[config.mk]
export PLATFORM = sky130hd
export DESIGN_NAME = weighted_random_state_sequencer_unit
export DESIGN_NICKNAME = d
export VERILOG_FILES = /design/src/wrss_pkg.sv /design/src/wrss_sub.sv /design/src/wrss_cfg.sv /design/src/wrss_core.sv /design/src/weighted_random_state_sequencer_unit.sv
export SDC_FILE = /design/constraint.sdc
export NUM_CORES = 1
export LEC_CHECK = 0
export BUFFER_PORTS_ARGS = -buffer_cell sky130_fd_sc_hd__buf_2
export CAP_MARGIN = 0
export CORE_MARGIN = 8
export CORE_UTILIZATION = 33
export DETAILED_ROUTE_END_ITERATION = 16
export HOLD_SLACK_MARGIN = 0.08
export PLACE_DENSITY = 0.45
export SYNTH_ARGS = -nofsm -noshare
export SYNTH_HDL_FRONTEND = slang
export SYNTH_SLANG_ARGS = --single-unit
[constraint.sdc]
create_clock -name clk -period 6.3 [get_ports clk]
set_input_delay 1.26 -clock clk [delete_from_list [all_inputs] [get_ports clk]]
set_output_delay 1.26 -clock clk [all_outputs]
set_load 0.01 [all_outputs]
[src/wrss_pkg.sv]
package wrss_pkg;

	localparam int DEF_STATE_COUNT = 6;
	localparam int ROW_COUNT       = 6;
	localparam int WEIGHT_W        = 7;
	localparam int ROW_W           = ROW_COUNT * WEIGHT_W;
	localparam int SLOT_W          = 17;
	localparam int TIMING_W        = 3 * SLOT_W;
	localparam int CFG_IDX_W       = 4;
	localparam int CFG_DATA_W      = TIMING_W;
	localparam int UNIT_W          = 10;
	localparam int SPREAD_W        = 16;
	localparam int MS_PER_SEC      = 1000;

	localparam logic [CFG_IDX_W-1:0] REG_TIMING_LOW  = CFG_IDX_W'(6);
	localparam logic [CFG_IDX_W-1:0] REG_TIMING_HIGH = CFG_IDX_W'(7);

	localparam logic [1:0] CMD_TICK    = 2'd0;
	localparam logic [1:0] CMD_ENABLE  = 2'd1;
	localparam logic [1:0] CMD_DISABLE = 2'd2;

	typedef struct packed {
		logic [2:0] animation;
		logic [3:0] speed;
		logic [4:0] variance;
		logic [4:0] median;
	} slot_t;

	typedef struct packed {
		logic [2:0] row_sel;
		logic [2:0] weight_sel;
		logic [2:0] slot_sel;
	} cfg_rd_t;

	typedef struct packed {
		logic [7:0] restore_speed;
		logic       restore_valid;
		logic [3:0] speed;
		logic [2:0] animation;
		logic [2:0] state_idx;
		logic       transitioned;
	} result_t;

endpackage

[src/wrss_sub.sv]
module wrss_sub (
	input  logic [wrss_pkg::UNIT_W-1:0] a,
	input  logic [wrss_pkg::UNIT_W-1:0] b,
	output logic [wrss_pkg::UNIT_W-1:0] diff,
	output logic                        borrow
);
	import wrss_pkg::*;

	assign {borrow, diff} = {1'b0, a} - {1'b0, b};

endmodule

[src/wrss_cfg.sv]
module wrss_cfg (
	input  logic                              clk,
	input  logic                              arst_n,
	input  logic                              wr_en,
	input  logic [wrss_pkg::CFG_IDX_W-1:0]    wr_index,
	input  logic [wrss_pkg::CFG_DATA_W-1:0]   wr_data,
	input  wrss_pkg::cfg_rd_t                 rd,
	output logic [wrss_pkg::WEIGHT_W-1:0]     weight,
	output wrss_pkg::slot_t                   slot
);
	import wrss_pkg::*;

	logic [ROW_W-1:0]    row_q [ROW_COUNT];
	logic [TIMING_W-1:0] timing_low_q;
	logic [TIMING_W-1:0] timing_high_q;
	logic [ROW_W-1:0]    row_sel;

	always_ff @(posedge clk or negedge arst_n) begin
		if (!arst_n) begin
			for (int i = 0; i < ROW_COUNT; i++) begin
				row_q[i] <= '0;
			end
			timing_low_q  <= '0;
			timing_high_q <= '0;
		end else if (wr_en) begin
			for (int i = 0; i < ROW_COUNT; i++) begin
				if (wr_index == CFG_IDX_W'(i)) begin
					row_q[i] <= wr_data[ROW_W-1:0];
				end
			end
			if (wr_index == REG_TIMING_LOW) begin
				timing_low_q <= wr_data;
			end
			if (wr_index == REG_TIMING_HIGH) begin
				timing_high_q <= wr_data;
			end
		end
	end

	always_comb begin
		row_sel = '0;
		for (int i = 0; i < ROW_COUNT; i++) begin
			if (rd.row_sel == 3'(i)) begin
				row_sel = row_q[i];
			end
		end
		weight = '0;
		for (int j = 0; j < ROW_COUNT; j++) begin
			if (rd.weight_sel == 3'(j)) begin
				weight = row_sel[WEIGHT_W*j +: WEIGHT_W];
			end
		end
	end

	always_comb begin
		unique case (rd.slot_sel)
			3'd0:    slot = slot_t'(timing_low_q[0 +: SLOT_W]);
			3'd1:    slot = slot_t'(timing_low_q[SLOT_W +: SLOT_W]);
			3'd2:    slot = slot_t'(timing_low_q[2*SLOT_W +: SLOT_W]);
			3'd3:    slot = slot_t'(timing_high_q[0 +: SLOT_W]);
			3'd4:    slot = slot_t'(timing_high_q[SLOT_W +: SLOT_W]);
			3'd5:    slot = slot_t'(timing_high_q[2*SLOT_W +: SLOT_W]);
			default: slot = '0;
		endcase
	end

endmodule

[src/wrss_core.sv]
module wrss_core #(
	parameter int STATE_COUNT = wrss_pkg::DEF_STATE_COUNT
) (
	input  logic                            clk,
	input  logic                            arst_n,
	input  logic                            in_valid,
	output logic                            in_ready,
	input  logic [1:0]                      in_command,
	input  logic [31:0]                     in_now_ms,
	input  logic [6:0]                      in_pick_roll,
	input  logic [wrss_pkg::SPREAD_W-1:0]   in_spread_roll,
	input  logic [7:0]                      in_current_speed,
	output wrss_pkg::cfg_rd_t               cfg_rd,
	input  logic [wrss_pkg::WEIGHT_W-1:0]   cfg_weight,
	input  wrss_pkg::slot_t                 cfg_slot,
	output logic                            out_valid,
	input  logic                            out_ready,
	output wrss_pkg::result_t               out_result
);
	import wrss_pkg::*;

	localparam int J_W = $clog2(STATE_COUNT);
	localparam int BIT_W = $clog2(SPREAD_W);

	localparam logic [3:0] ST_IDLE  = 4'd0;
	localparam logic [3:0] ST_CHECK = 4'd1;
	localparam logic [3:0] ST_PICK  = 4'd2;
	localparam logic [3:0] ST_SLOT  = 4'd3;
	localparam logic [3:0] ST_DIV   = 4'd4;
	localparam logic [3:0] ST_DELAY = 4'd5;
	localparam logic [3:0] ST_MUL   = 4'd6;
	localparam logic [3:0] ST_ADD   = 4'd7;
	localparam logic [3:0] ST_DONE  = 4'd8;

	logic [3:0]          st_q;
	logic [1:0]          cmd_q;
	logic [31:0]         now_q;
	logic [6:0]          roll_q;
	logic [SPREAD_W-1:0] spread_q;
	logic [7:0]          cur_speed_q;

	logic [2:0]          cur_state_q;
	logic [31:0]         deadline_q;
	logic                enabled_q;
	logic [7:0]          saved_speed_q;

	logic [J_W-1:0]      j_q;
	logic [UNIT_W-1:0]   accum_q;
	logic [J_W-1:0]      chosen_q;
	logic [BIT_W-1:0]    bit_q;
	logic [5:0]          rem_q;
	logic [6:0]          delay_q;
	logic [16:0]         prod_q;
	slot_t               slot_q;
	result_t             res_q;
	result_t             out_q;
	logic                out_valid_q;

	logic [UNIT_W-1:0]   unit_a;
	logic [UNIT_W-1:0]   unit_b;
	logic [UNIT_W-1:0]   unit_diff;
	logic                unit_borrow;
	logic [6:0]          rem_shift;
	logic                due;
	logic                restore_now;

	wrss_sub u_sub (
		.a      (unit_a),
		.b      (unit_b),
		.diff   (unit_diff),
		.borrow (unit_borrow)
	);

	assign rem_shift = {rem_q, spread_q[bit_q]};
	assign due = (deadline_q == '0) || (now_q >= deadline_q);
	assign restore_now = (cmd_q == CMD_DISABLE) && enabled_q;

	assign cfg_rd.row_sel    = cur_state_q;
	assign cfg_rd.weight_sel = 3'(j_q);
	assign cfg_rd.slot_sel   = 3'(chosen_q);

	always_comb begin
		unique case (st_q)
			ST_PICK: begin
				unit_a = UNIT_W'(roll_q);
				unit_b = accum_q;
			end
			ST_DIV: begin
				unit_a = UNIT_W'(rem_shift);
				unit_b = UNIT_W'({slot_q.variance, 1'b0});
			end
			ST_DELAY: begin
				unit_a = UNIT_W'(slot_q.median) + UNIT_W'(rem_q);
				unit_b = UNIT_W'(slot_q.variance);
			end
			default: begin
				unit_a = '0;
				unit_b = '0;
			end
		endcase
	end

	always_ff @(posedge clk) begin
		if (in_valid && in_ready) begin
			cmd_q       <= in_command;
			now_q       <= in_now_ms;
			roll_q      <= in_pick_roll;
			spread_q    <= in_spread_roll;
			cur_speed_q <= in_current_speed;
		end
		unique case (st_q)
			ST_CHECK: begin
				j_q      <= '0;
				accum_q  <= '0;
				chosen_q <= '0;
				res_q    <= result_t'{
					restore_speed: restore_now ? saved_speed_q : 8'd0,
					restore_valid: restore_now,
					speed:         4'd0,
					animation:     3'd0,
					state_idx:     cur_state_q,
					transitioned:  1'b0
				};
			end
			ST_PICK: begin
				if (!unit_borrow && cfg_weight != '0) begin
					chosen_q <= j_q;
				end
				accum_q <= accum_q + UNIT_W'(cfg_weight);
				j_q     <= j_q + 1'b1;
			end
			ST_SLOT: begin
				slot_q <= cfg_slot;
				rem_q  <= '0;
				bit_q  <= BIT_W'(SPREAD_W - 1);
			end
			ST_DIV: begin
				rem_q <= unit_borrow ? rem_shift[5:0] : unit_diff[5:0];
				bit_q <= bit_q - 1'b1;
			end
			ST_DELAY: begin
				delay_q <= unit_borrow ? '0 : unit_diff[6:0];
			end
			ST_MUL: begin
				prod_q <= 17'(delay_q) * 17'(MS_PER_SEC);
			end
			ST_ADD: begin
				res_q <= result_t'{
					restore_speed: 8'd0,
					restore_valid: 1'b0,
					speed:         slot_q.speed,
					animation:     slot_q.animation,
					state_idx:     3'(chosen_q),
					transitioned:  1'b1
				};
			end
			default: begin
			end
		endcase
		if (st_q == ST_DONE && (!out_valid_q || out_ready)) begin
			out_q <= res_q;
		end
	end

	always_ff @(posedge clk or negedge arst_n) begin
		if (!arst_n) begin
			st_q          <= ST_IDLE;
			cur_state_q   <= '0;
			deadline_q    <= '0;
			enabled_q     <= 1'b0;
			saved_speed_q <= '0;
			out_valid_q   <= 1'b0;
		end else begin
			if (out_valid_q && out_ready) begin
				out_valid_q <= 1'b0;
			end
			unique case (st_q)
				ST_IDLE: begin
					if (in_valid) begin
						st_q <= ST_CHECK;
					end
				end
				ST_CHECK: begin
					st_q <= ST_DONE;
					priority if (cmd_q == CMD_TICK) begin
						if (enabled_q && due) begin
							st_q <= ST_PICK;
						end
					end else if (cmd_q == CMD_ENABLE) begin
						if (!enabled_q) begin
							deadline_q    <= '0;
							saved_speed_q <= cur_speed_q;
							enabled_q     <= 1'b1;
						end
					end else if (cmd_q == CMD_DISABLE) begin
						if (enabled_q) begin
							deadline_q <= '0;
							enabled_q  <= 1'b0;
						end
					end else begin
					end
				end
				ST_PICK: begin
					if (j_q == J_W'(STATE_COUNT - 1)) begin
						st_q <= ST_SLOT;
					end
				end
				ST_SLOT: begin
					st_q <= (cfg_slot.variance == '0) ? ST_DELAY : ST_DIV;
				end
				ST_DIV: begin
					if (bit_q == '0) begin
						st_q <= ST_DELAY;
					end
				end
				ST_DELAY: begin
					st_q <= ST_MUL;
				end
				ST_MUL: begin
					st_q <= ST_ADD;
				end
				ST_ADD: begin
					cur_state_q <= 3'(chosen_q);
					deadline_q  <= now_q + 32'(prod_q);
					st_q        <= ST_DONE;
				end
				ST_DONE: begin
					if (!out_valid_q || out_ready) begin
						out_valid_q <= 1'b1;
						st_q        <= ST_IDLE;
					end
				end
				default: begin
					st_q <= ST_IDLE;
				end
			endcase
		end
	end

	assign in_ready   = (st_q == ST_IDLE);
	assign out_valid  = out_valid_q;
	assign out_result = out_q;

endmodule

[src/weighted_random_state_sequencer_unit.sv]
// Six-state Markov sequencer with random dwell time.
// Input stream (s_axis): one transfer per command. tuser holds the command
// (tick, enable, disable); tdata holds now_ms, pick_roll, spread_roll and
// current_speed. Every accepted command produces exactly one result transfer.
// Output stream (m_axis): tuser flags a state change and a speed restore;
// tdata holds the new state, its animation and speed, and the restore speed.
// Config channel (cfg_*): always ready; index 0..5 loads a transition row,
// 6 and 7 load the timing words. Write only while no command is in flight.
// Enable, disable and ticks that do not transition pass from CHECK to DONE.
// A tick that transitions walks the row one weight per cycle, then, with a
// nonzero variance, runs a restoring modulo on the shared subtractor, then
// forms the delay from median, remainder and variance, then does a multiply
// and an add. One command is worked at a time; the next can be accepted as
// soon as a result is placed in the output register.
// Reset clears the tables, state 0, deadline 0 and disabled.
// A stalled result sits in the output register; the next command is still
// accepted and worked, and its result waits until that register frees.
module weighted_random_state_sequencer_unit #(
	parameter int STATE_COUNT = wrss_pkg::DEF_STATE_COUNT
) (
	input  logic                               clk,
	input  logic                               arst_n,
	input  logic                               s_axis_tvalid,
	output logic                               s_axis_tready,
	// now_ms[31:0], pick_roll[38:32], spread_roll[54:39], current_speed[62:55]
	input  logic [63:0]                        s_axis_tdata,
	// command[1:0]
	input  logic [1:0]                         s_axis_tuser,
	output logic                               m_axis_tvalid,
	input  logic                               m_axis_tready,
	// state_idx[2:0], animation[5:3], speed[9:6], restore_speed[17:10]
	output logic [23:0]                        m_axis_tdata,
	// transitioned[0], restore_valid[1]
	output logic [1:0]                         m_axis_tuser,
	input  logic                               cfg_valid,
	output logic                               cfg_ready,
	input  logic [wrss_pkg::CFG_IDX_W-1:0]     cfg_index,
	input  logic [wrss_pkg::CFG_DATA_W-1:0]    cfg_data
);
	import wrss_pkg::*;

	cfg_rd_t               cfg_rd;
	logic [WEIGHT_W-1:0]   cfg_weight;
	slot_t                 cfg_slot;
	result_t               result;

	assign cfg_ready = 1'b1;

	wrss_cfg u_cfg (
		.clk      (clk),
		.arst_n   (arst_n),
		.wr_en    (cfg_valid && cfg_ready),
		.wr_index (cfg_index),
		.wr_data  (cfg_data),
		.rd       (cfg_rd),
		.weight   (cfg_weight),
		.slot     (cfg_slot)
	);

	wrss_core #(
		.STATE_COUNT (STATE_COUNT)
	) u_core (
		.clk              (clk),
		.arst_n           (arst_n),
		.in_valid         (s_axis_tvalid),
		.in_ready         (s_axis_tready),
		.in_command       (s_axis_tuser),
		.in_now_ms        (s_axis_tdata[31:0]),
		.in_pick_roll     (s_axis_tdata[38:32]),
		.in_spread_roll   (s_axis_tdata[54:39]),
		.in_current_speed (s_axis_tdata[62:55]),
		.cfg_rd           (cfg_rd),
		.cfg_weight       (cfg_weight),
		.cfg_slot         (cfg_slot),
		.out_valid        (m_axis_tvalid),
		.out_ready        (m_axis_tready),
		.out_result       (result)
	);

	assign m_axis_tdata = {6'd0, result.restore_speed, result.speed,
		result.animation, result.state_idx};
	assign m_axis_tuser = {result.restore_valid, result.transitioned};

	a_one_at_a_time: assert property (@(posedge clk) disable iff (!arst_n)
		s_axis_tvalid && s_axis_tready |=> !s_axis_tready)
		else $error("input accepted while a command is in flight");

	a_flags_exclusive: assert property (@(posedge clk) disable iff (!arst_n)
		m_axis_tvalid |-> !(m_axis_tuser[0] && m_axis_tuser[1]))
		else $error("transition and restore in one result");

	a_state_range: assert property (@(posedge clk) disable iff (!arst_n)
		m_axis_tvalid |-> (32'(m_axis_tdata[2:0]) < STATE_COUNT))
		else $error("state index out of range");

	a_quiet_fields: assert property (@(posedge clk) disable iff (!arst_n)
		m_axis_tvalid && !m_axis_tuser[0] |-> (m_axis_tdata[9:3] == '0))
		else $error("animation or speed set without a transition");

endmodule

==> results list, run 1 <==
- Row generation in the floorplan step produced 106 rows.
- In this run, synthesis produced a sequential element count of 572.
- Of the cells placed in the final design, the portion with a size suffix greater than 1 is a little over 30%.
- The finished layout holds about 3,400 standard cells, fillers aside.
* Post-layout utilization of the core: about two fifths
* Synthesized-area fraction occupied by xor and xnor cells: between 1.5 and 2%
* Cell Int Power: 8.73 mW
- For this run, asynchronously set or reset flops after synthesis account for between 70 and 80%.
- Arrival time of the worst setup path: between 5 and 6 ns
- Placement Setup Slack: between 1 and 1.5 ns
- Final hold analysis gives a worst-case slack of about 0.41 ns.
- Yosys printed 0 warnings.
* Global-route usage over all layers: between 15 and 20%
- The number of hold violations in the final report was 0.
- Share of total power in the clock network: between 30% and 40%
- In the final design database the tool counted between 2,000 and 3,000 nets.
- Main combinational cell family by area after synthesis: multiplexers
* Peak VDD IR: slightly below 0.0003 V
- For the worst setup path, the data required time is 6.61 ns.
- Pin count of the biggest net entering global routing: approximately 120
- GRT Residual Overflow: 0
- Worst-margin pin slew: roughly 1.1 ns
- Compound-gate portion of the synthesized area: ~8.5%
* R2R setup slack: 1.36 ns
- Total via count in the routed design: around 18,000
* Setup WS post-layout: roughly 1.4 ns
- Via density per instance: 5.22
* Detailed placer's ending HPWL: between 50 and 60 mm
* Outcome: completed
* Number of top-level pins: 155
* Final Cycle Share: about four fifths
* Origin of the critical flop-to-flop path: u_core.cur_state_q[0]$_DFFE_PN0P_
- Most frequently used flop master after synthesis: sky130_fd_sc_hd__dfrtp_1
- Crit Path Class: register to register
* Worst-path fanout max: 35
- Post-route total power: 12.9 mW
* Per-cell routed wire length: approximately 24 um
* Post-Syn Area: between 0.02 and 0.03 mm2
- The core region is just over 0.08 mm2.
- Among all cell types in the netlist, the one instantiated most often is sky130_fd_sc_hd__dfrtp_1.
- Global routing met2 resource utilization: between 20% and 30%
- Routability congestion estimate from global placement: between 0.8 and 0.9
- Die Width: around 300 um
- Wire length of the first global-routing pass: between 100 and 150 mm
- Headroom to the max-slew limit came out at a little under a quarter.
- Critical path startpoint: u_core.cur_state_q[0]$_DFFE_PN0P_
- At the later pin of the worst-skew pair, clock insertion delay measures around 0.60 ns.
* Sort of element at the start of the critical path: register
- Post-synthesis mux area share: between 10% and 20%
- Ranked by instance count, the synthesized netlist is headed by 403 x sky130_fd_sc_hd__dfrtp_1, 381 x sky130_fd_sc_hd__mux2_2, 169 x sky130_fd_sc_hd__edfxtp_1, 109 x sky130_fd_sc_hd__ha_1, 83 x sky130_fd_sc_hd__inv_1.
- Top cell type by total area after synthesis: sky130_fd_sc_hd__dfrtp_1
* Routing usage on met3: ~3.3%
- In this run, synthesis inferred between 150 and 200 flip-flops with an integrated enable.
- Summed over all nets, the switching power comes to between 4 and 5 mW.
* Number of setup violations in the final report: 0
- Clock-pin slew was measured on the worst setup and hold paths at 0.06 ns.
- Clock buffer depth: 3
- Number of antenna violations at the first check in global routing: 9
- Total Wirelength: ~80 mm
- Setup repair after global routing missed its margin: false
* Number of global-route vias before repair: about 19,000
- Comb power frac: between 20% and 30%
* Starting density of the core: 33.1%
- Number of pins with negative max-slew slack in the final report: 0
- CTS buffer count: 70
- Cell area after placement: between 0.02 and 0.03 mm2
* H-Tree Level Count: 3
- Average footprint of a synthesized cell: between 10 and 15 um2
- Post-CTS timing repair inserted 0 buffers for setup.
- Number of I/O port buffers: roughly 150
* Switching power share of the total: around a third
- Reg2reg end: u_core.accum_q[9]$_SDFFCE_PP0P_
- DRC viols: 0
- The worst register-to-register path has a depth of 14.
- After synthesis, the netlist uses 75 different library cells.
* Pwr/cell area: slightly above 400 mW/mm2
- In the global route stage, met1 resource usage came out at about 22%.
- Clock tree synthesis found a total of between 500 and 600 sinks.
- Max-cap check violation count: 0
- Minimum period implied by the final worst setup slack: 4.94 ns
- Number of gates given a new drive strength after cts: 0
- Crit. End Element: register
- Adder-cell area share of the yosys netlist: between 6 and 7%
* Die H: between 300 and 400 um
- Skew final: around 0.020 ns
- Synthesis produced a netlist whose cell count is approximately 2,100.
- Hold buffers post-CTS: 0
- Fmax: between 0.2 and 0.25 GHz
- Summing the areas of all and, or, nand and nor instances in the mapped netlist gives under 10% of the synthesized area.
- Sequential elements use 55.1% of the synthesized area.
* Top-area cell type share of the netlist area: between 30% and 40%
* GRT busiest layer: met2
- Yosys attributes the largest share of cell area to sky130_fd_sc_hd__dfrtp_1 37%, sky130_fd_sc_hd__edfxtp_1 18%, sky130_fd_sc_hd__mux2_2 16%.
- Seq pwr share: between 40% and 50%
- The floorplan step defined a die boundary enclosing 0.0929 mm2.
* Post-route ant nets: 0
* Placed Instances: ~3,300
- In this run the clock root is driven by a sky130_fd_sc_hd__clkbuf_16.
- The path class of the tightest hold or removal check is register to register.
- The area growth from synthesis to layout is 15.4%.
- Post-Route Setup TNS: 0 ns
* Leakage power figure: 13.1 nW
- The detailed router finished its first iteration with ~1,000 violations.
- TritonCTS clock tree: built
- After routing the design area is roughly 0.032 mm2.
* Capturing element of the worst setup path: u_core.accum_q[9]$_SDFFCE_PP0P_
* Number of iterations in the first detailed-routing pass: 5
==> sequential cells by signal (all words and copies together) (netlist names), 8 cells and up <==
register              cells
u_cfg.row_q             252
u_core.saved_speed_q      8
u_core.now_q             32
u_core.deadline_q        32
u_cfg.timing_high_q      51
u_core.res_q             20
u_core.out_result        20
u_core.accum_q           10
u_core.slot_q            17
u_core.prod_q            14
u_core.cur_speed_q        8
u_cfg.timing_low_q       51
u_core.spread_q          16
==> area by class of cell <==
class                           count  area [um2]
Clock buffer                      106        2040
Multi-Input combinational cell   1326       11600
Timing Repair Buffer              193        1120
Sequential cell                   572       15200
Fill cell                        7993       51400
Inverter                           87         327
Tap cell                         1080        1350
Clock inverter                     16         159
Antenna cell                        1        2.50
==> worst max-delay path: stages (launching register included) <==
cell	delay, ns
sky130_fd_sc_hd__dfrtp_4	0.84
sky130_fd_sc_hd__and3b_1	0.76
sky130_fd_sc_hd__a222oi_1	0.30
sky130_fd_sc_hd__o311ai_0	0.46
sky130_fd_sc_hd__nand4_1	0.16
sky130_fd_sc_hd__a21oi_1	0.45
sky130_fd_sc_hd__ha_1	0.33
sky130_fd_sc_hd__a21o_1	0.18
sky130_fd_sc_hd__a21oi_1	0.21
sky130_fd_sc_hd__o21bai_1	0.09
sky130_fd_sc_hd__a21oi_1	0.25
sky130_fd_sc_hd__o21bai_1	0.11
sky130_fd_sc_hd__a21oi_1	0.28
sky130_fd_sc_hd__or3_1	0.16
sky130_fd_sc_hd__a21oi_1	0.06
==> power by group through the flow <==
stage	sequential (mW)	clock (mW)	combinational (mW)
2_1_floorplan	5.23	0	2.51
4_1_cts	5.38	4.02	3.66
3_3_place_gp	5.41	0	3.58
6_report	5.38	3.88	3.61
3_5_place_dp	5.44	0	3.64
5_1_grt	5.48	4.15	4.01
==> worst min-delay path by stage <==
stage / cells after the start / endpoint / slack [ns] / start
CTS: 0 / u_core.out_result[11]$_DFFE_PP_ / 0.41 / u_core.res_q[11]$_SDFFCE_PP0P_
detailed placement: 0 / u_core.out_result[16]$_DFFE_PP_ / 0.40 / u_core.res_q[16]$_SDFFCE_PP0P_
floorplan: 0 / u_core.out_result[0]$_DFFE_PP_ / 0.40 / u_core.res_q[0]$_DFFE_PP_
finish: 0 / u_core.out_result[19]$_DFFE_PP_ / 0.41 / u_core.res_q[19]$_SDFFCE_PP0P_
global route: 0 / u_core.out_result[16]$_DFFE_PP_ / 0.42 / u_core.res_q[16]$_SDFFCE_PP0P_
global placement: 0 / u_core.out_result[16]$_DFFE_PP_ / 0.41 / u_core.res_q[16]$_SDFFCE_PP0P_
==> per-layer routing <==
layer  wire length [um]  part of all wire [%]
met3               3540                   4.4
met5                 48                 0.060
met4               2140                   2.7
met1              35600                    45
met2              38600                    48
==> kinds of logic after synthesis <==
family | count (synthesis)
compound gates | 343
xor+xnor | 48
mux | 448
fa+ha+maj | 131
simple gates | 349
buf+inv | 196
other cells | 2
flops | 572
==> placed cells by master (no fill, tap or decap), types with 9 or more instances in the layout <==
cell,instances
sky130_fd_sc_hd__a221oi_1,10
sky130_fd_sc_hd__a22oi_1,60
sky130_fd_sc_hd__nand3_1,44
sky130_fd_sc_hd__buf_2,145
sky130_fd_sc_hd__o211ai_1,13
sky130_fd_sc_hd__a21o_1,17
sky130_fd_sc_hd__a21oi_1,67
sky130_fd_sc_hd__nor2_1,66
sky130_fd_sc_hd__a211o_1,9
sky130_fd_sc_hd__fa_1,22
sky130_fd_sc_hd__clkbuf_1,22
sky130_fd_sc_hd__nand2b_1,20
sky130_fd_sc_hd__nand4_1,12
sky130_fd_sc_hd__buf_4,45
sky130_fd_sc_hd__dfrtp_1,401
sky130_fd_sc_hd__and2_1,19
sky130_fd_sc_hd__clkbuf_16,71
sky130_fd_sc_hd__a31oi_1,10
sky130_fd_sc_hd__and3_1,9
sky130_fd_sc_hd__mux2_2,381
sky130_fd_sc_hd__ha_1,109
sky130_fd_sc_hd__nand2_1,80
sky130_fd_sc_hd__xor2_1,19
sky130_fd_sc_hd__o21ai_0,71
sky130_fd_sc_hd__nor2b_1,19
sky130_fd_sc_hd__edfxtp_1,169
sky130_fd_sc_hd__nor4_1,11
sky130_fd_sc_hd__mux2i_1,52
sky130_fd_sc_hd__xnor2_1,29
sky130_fd_sc_hd__nand3b_1,12
sky130_fd_sc_hd__nor3_1,20
sky130_fd_sc_hd__clkbuf_8,13
sky130_fd_sc_hd__inv_1,83
sky130_fd_sc_hd__mux4_2,13
Power figures use the tool's default switching activity.
==> run 2: changes to the inputs <==
Clock period 6.3 ns to 4.8 ns, I/O delays scaled along.
==> run 2 against run 1 <==
Effect of this change:
- routed wire length fell by 0.48%
- die area stayed put
- clock power rose by 39%
- hold slack lost 0.064 ns
- utilization grew 0.53 points
- maximum frequency rose by 9.2%
- non-clock buffer count rose by 25
- register-to-register slack lost 1.1 ns
- combinational power up 34%
- highest routed layer unchanged
==> results list, run 2 (same netlist as run 1, synthesis figures left out) <==
* Number of gates given a new drive strength after cts: 0
- On the final layout, the worst clock skew is roughly 0.027 ns.
* Cell repeated most along the worst path: sky130_fd_sc_hd__ha_1
- Insertion delay of the later-clocked pin in the worst-skew pair: roughly 0.62 ns
* Standard cell with the maximum stage delay on the critical path: sky130_fd_sc_hd__or3b_2
- Routability-driven placement finished with a final weighted congestion of a little under 0.9.
- The worst setup path is captured at a register.
* Number of flip-flops in the largest register: ~250
- The clock network is responsible for between 30 and 40% of the overall power.
- The path class of the tightest hold or removal check is primary input to asynchronous set/reset pin.
- Number of setup violations in the final report: 0
* Pwr/cell area: 537 mW/mm2
* Fmax: approximately 0.22 GHz
- CTS sink count: 572
- Across the run, the number of max-cap violations was 0.
* Commonest cells after routing, fill and taps aside: 401 x sky130_fd_sc_hd__dfrtp_1, 381 x sky130_fd_sc_hd__mux2_2, 169 x sky130_fd_sc_hd__edfxtp_1
- H-Tree Level Count: 3
- The number of hold violations in the final report was 0.
- The number of pins with negative max-slew slack in the final report came to 0.
* Critical path, cell by cell: ha_1 > ha_1 > or3b_2 > a211oi_1 > o21ai_0 > o2111ai_1 > a31oi_1 > ha_1 > fa_1 > a21o_1 > a21oi_1 > o21bai_1 > a21oi_1 > nor2b_1 > o21ai_0 > xor2_1 > nor2_1
* Leading cell type in the layout, fill and taps excluded: sky130_fd_sc_hd__dfrtp_1
* Post-layout utilization of the core: roughly two fifths
- The die covers a little over 0.09 mm2.
- Die Width: about 300 um
- Internal power comes to roughly 12 mW.
- After layout, the minimum clock period comes to 4.52 ns.
- Number of top-level pins: between 150 and 200
* Clock buffer depth: 3
* Detailed placer's ending HPWL: between 50 and 60 mm
- Count of nets after finishing: between 2,000 and 3,000
- Post-route ant nets: 0
- The first routing iteration left roughly 1,300 violations.
- The critical path in this run is classified as register to register.
- TritonCTS clock tree: built
- Compared with the post-synthesis result, the final layout area differs by 17.0%.
- Overall power consumption after layout is estimated at ~17 mW.
- The first global-routing pass estimated 122 mm of wire.
- In the final routed layout, each cell accounts on average for around 23 um.
- Die H: between 300 and 400 um
- Via density per instance: between 5 and 6
* Register with the highest flop count: u_cfg.row_q
- Of the available clock period, the critical path in the final layout requires 94.2%.
- Net switching is roughly 32% of the power.
- Of all nets on the critical path, the largest fanout is 5.
- Buffers inserted to repair hold after CTS numbered 0.
- Of the cells placed in the final design, the portion with a size suffix greater than 1 is 32.1%.
- The worst-case IR drop observed on VDD is around 0.00032 V.
- For the worst setup path, the data required time is 5.14 ns.
- Worst path bufs/invs: 0
- Number of iterations in the first detailed-routing pass: 5
- Seq pwr share: between 40 and 50%
* Outcome: completed
- In the global route stage, overall resource usage came out at approximately 17%.
- In this run the power spent charging and discharging nets is about 5.5 mW.
- The total area inside the core boundary comes to slightly above 0.08 mm2.
* Comb power frac: around 28%
* Final hold slack: ~0.35 ns
* Number of global-route vias before repair: 19,034
* Worst-margin pin slew: about 1.1 ns
- In this run the clock root is driven by a sky130_fd_sc_hd__clkbuf_16.
- GRT Residual Overflow: 0
- Clock-pin slew on the worst setup and hold paths: ~0.060 ns
- Total Wirelength: slightly below 80 mm
* Sort of element at the start of the critical path: register
- Setup repair after global routing left no endpoint under its margin.
- For this configuration, the core starts out at a cell density of roughly a third.
- Cell family contributing the most delay on the critical path: compound AO/OA/AOI/OAI gates
- Data arrives at the worst endpoint at 4.86 ns.
- Setup total negative slack on the finished layout was measured at 0 ns.
* Number of core rows: approximately 110
- Number of antenna violations at the first check in global routing: 9
* CTS buffer count: 71
- Leakage power figure: roughly 13 nW
* Number of buffers added for setup after CTS: 0
- On the worst path, the slowest cell contributes a delay of around 0.60 ns.
- Entering global routing, the biggest net connects 99 pins.
- The critical path runs through a total of 17 cells.
* DRC viols: 0
- Detailed routing inserted a total of around 18,000 vias.
* Relative slew margins: 25.6%
* Number of I/O port buffers: 146
- The largest registers in the layout are u_cfg.row_q x252, u_cfg.timing_high_q x51, u_cfg.timing_low_q x51.
* Depth of the worst register-to-register path: 17
run 2: cell types whose count changed in the layout (fill, tap and decap cells not counted), moves of 2 or more:
cell / before / now
sky130_fd_sc_hd__clkinvlp_4: 0 / 4
sky130_fd_sc_hd__bufinv_16: 2 / 4
sky130_fd_sc_hd__clkinv_1: 8 / 13
sky130_fd_sc_hd__buf_12: 2 / 7
sky130_fd_sc_hd__buf_4: 45 / 65
sky130_fd_sc_hd__clkinv_2: 5 / 14
sky130_fd_sc_hd__clkbuf_1: 22 / 8
sky130_fd_sc_hd__clkbuf_16: 71 / 74
run 2: layout make-up:
class                           instances  area, um2
Antenna cell                            1       2.50
Clock buffer                           94       2050
Clock inverter                         37        340
Fill cell                            7893      51000
Inverter                               87        327
Multi-Input combinational cell       1326      11600
Sequential cell                       572      15200
Tap cell                             1080       1350
Timing Repair Buffer                  218       1370
run 2: layer usage:
layer | GRT usage [%] | up-vias | wire length (um)
met5 | 0 | - | 100
met4 | 5.36 | 16 | 2330
met3 | 3.70 | 126 | 3630
met2 | 28.4 | 340 | 38300
met1 | 22.1 | 9128 | 35100
li1 | - | 8096 | -
run 2: per-stage QoR:
stage	cells	cell area, um2	setup WS, ns
after floorplan	2094	27500	0.634
after global placement	3283	29800	0.338
after detailed placement	3283	29800	0.367
after CTS	3414	32200	0.335
after global routing	3414	32200	0.0612
final	3415	32200	0.278
run 2: final timing paths:
path / slack [ns] / from / to
worst min-delay path: 0.35 / arst_n / u_cfg.timing_high_q[22]$_DFFE_PN0P_
max in group asynchronous: 3.34 / arst_n / u_cfg.row_q[118]$_DFFE_PN0P_
worst max register to register: 0.28 / u_core.j_q[0]$_SDFFCE_PP0P_ / u_core.accum_q[8]$_SDFFCE_PP0P_
worst max-delay path: 0.28 / u_core.j_q[0]$_SDFFCE_PP0P_ / u_core.accum_q[8]$_SDFFCE_PP0P_
min in group clk: 0.41 / u_core.res_q[4]$_SDFFCE_PN0P_ / u_core.out_result[4]$_DFFE_PP_
worst min register to register: 0.41 / u_core.res_q[4]$_SDFFCE_PN0P_ / u_core.out_result[4]$_DFFE_PP_
run 2: power by group through the flow:
stage          sequential, mW  clock, mW  combinational [mW]
6_report                 7.05       5.40                4.82
5_1_grt                  7.20       5.79                5.35
2_1_floorplan            6.87          0                3.30
3_3_place_gp             7.10          0                4.78
3_5_place_dp             7.14          0                4.86
4_1_cts                  7.05       5.58                4.88
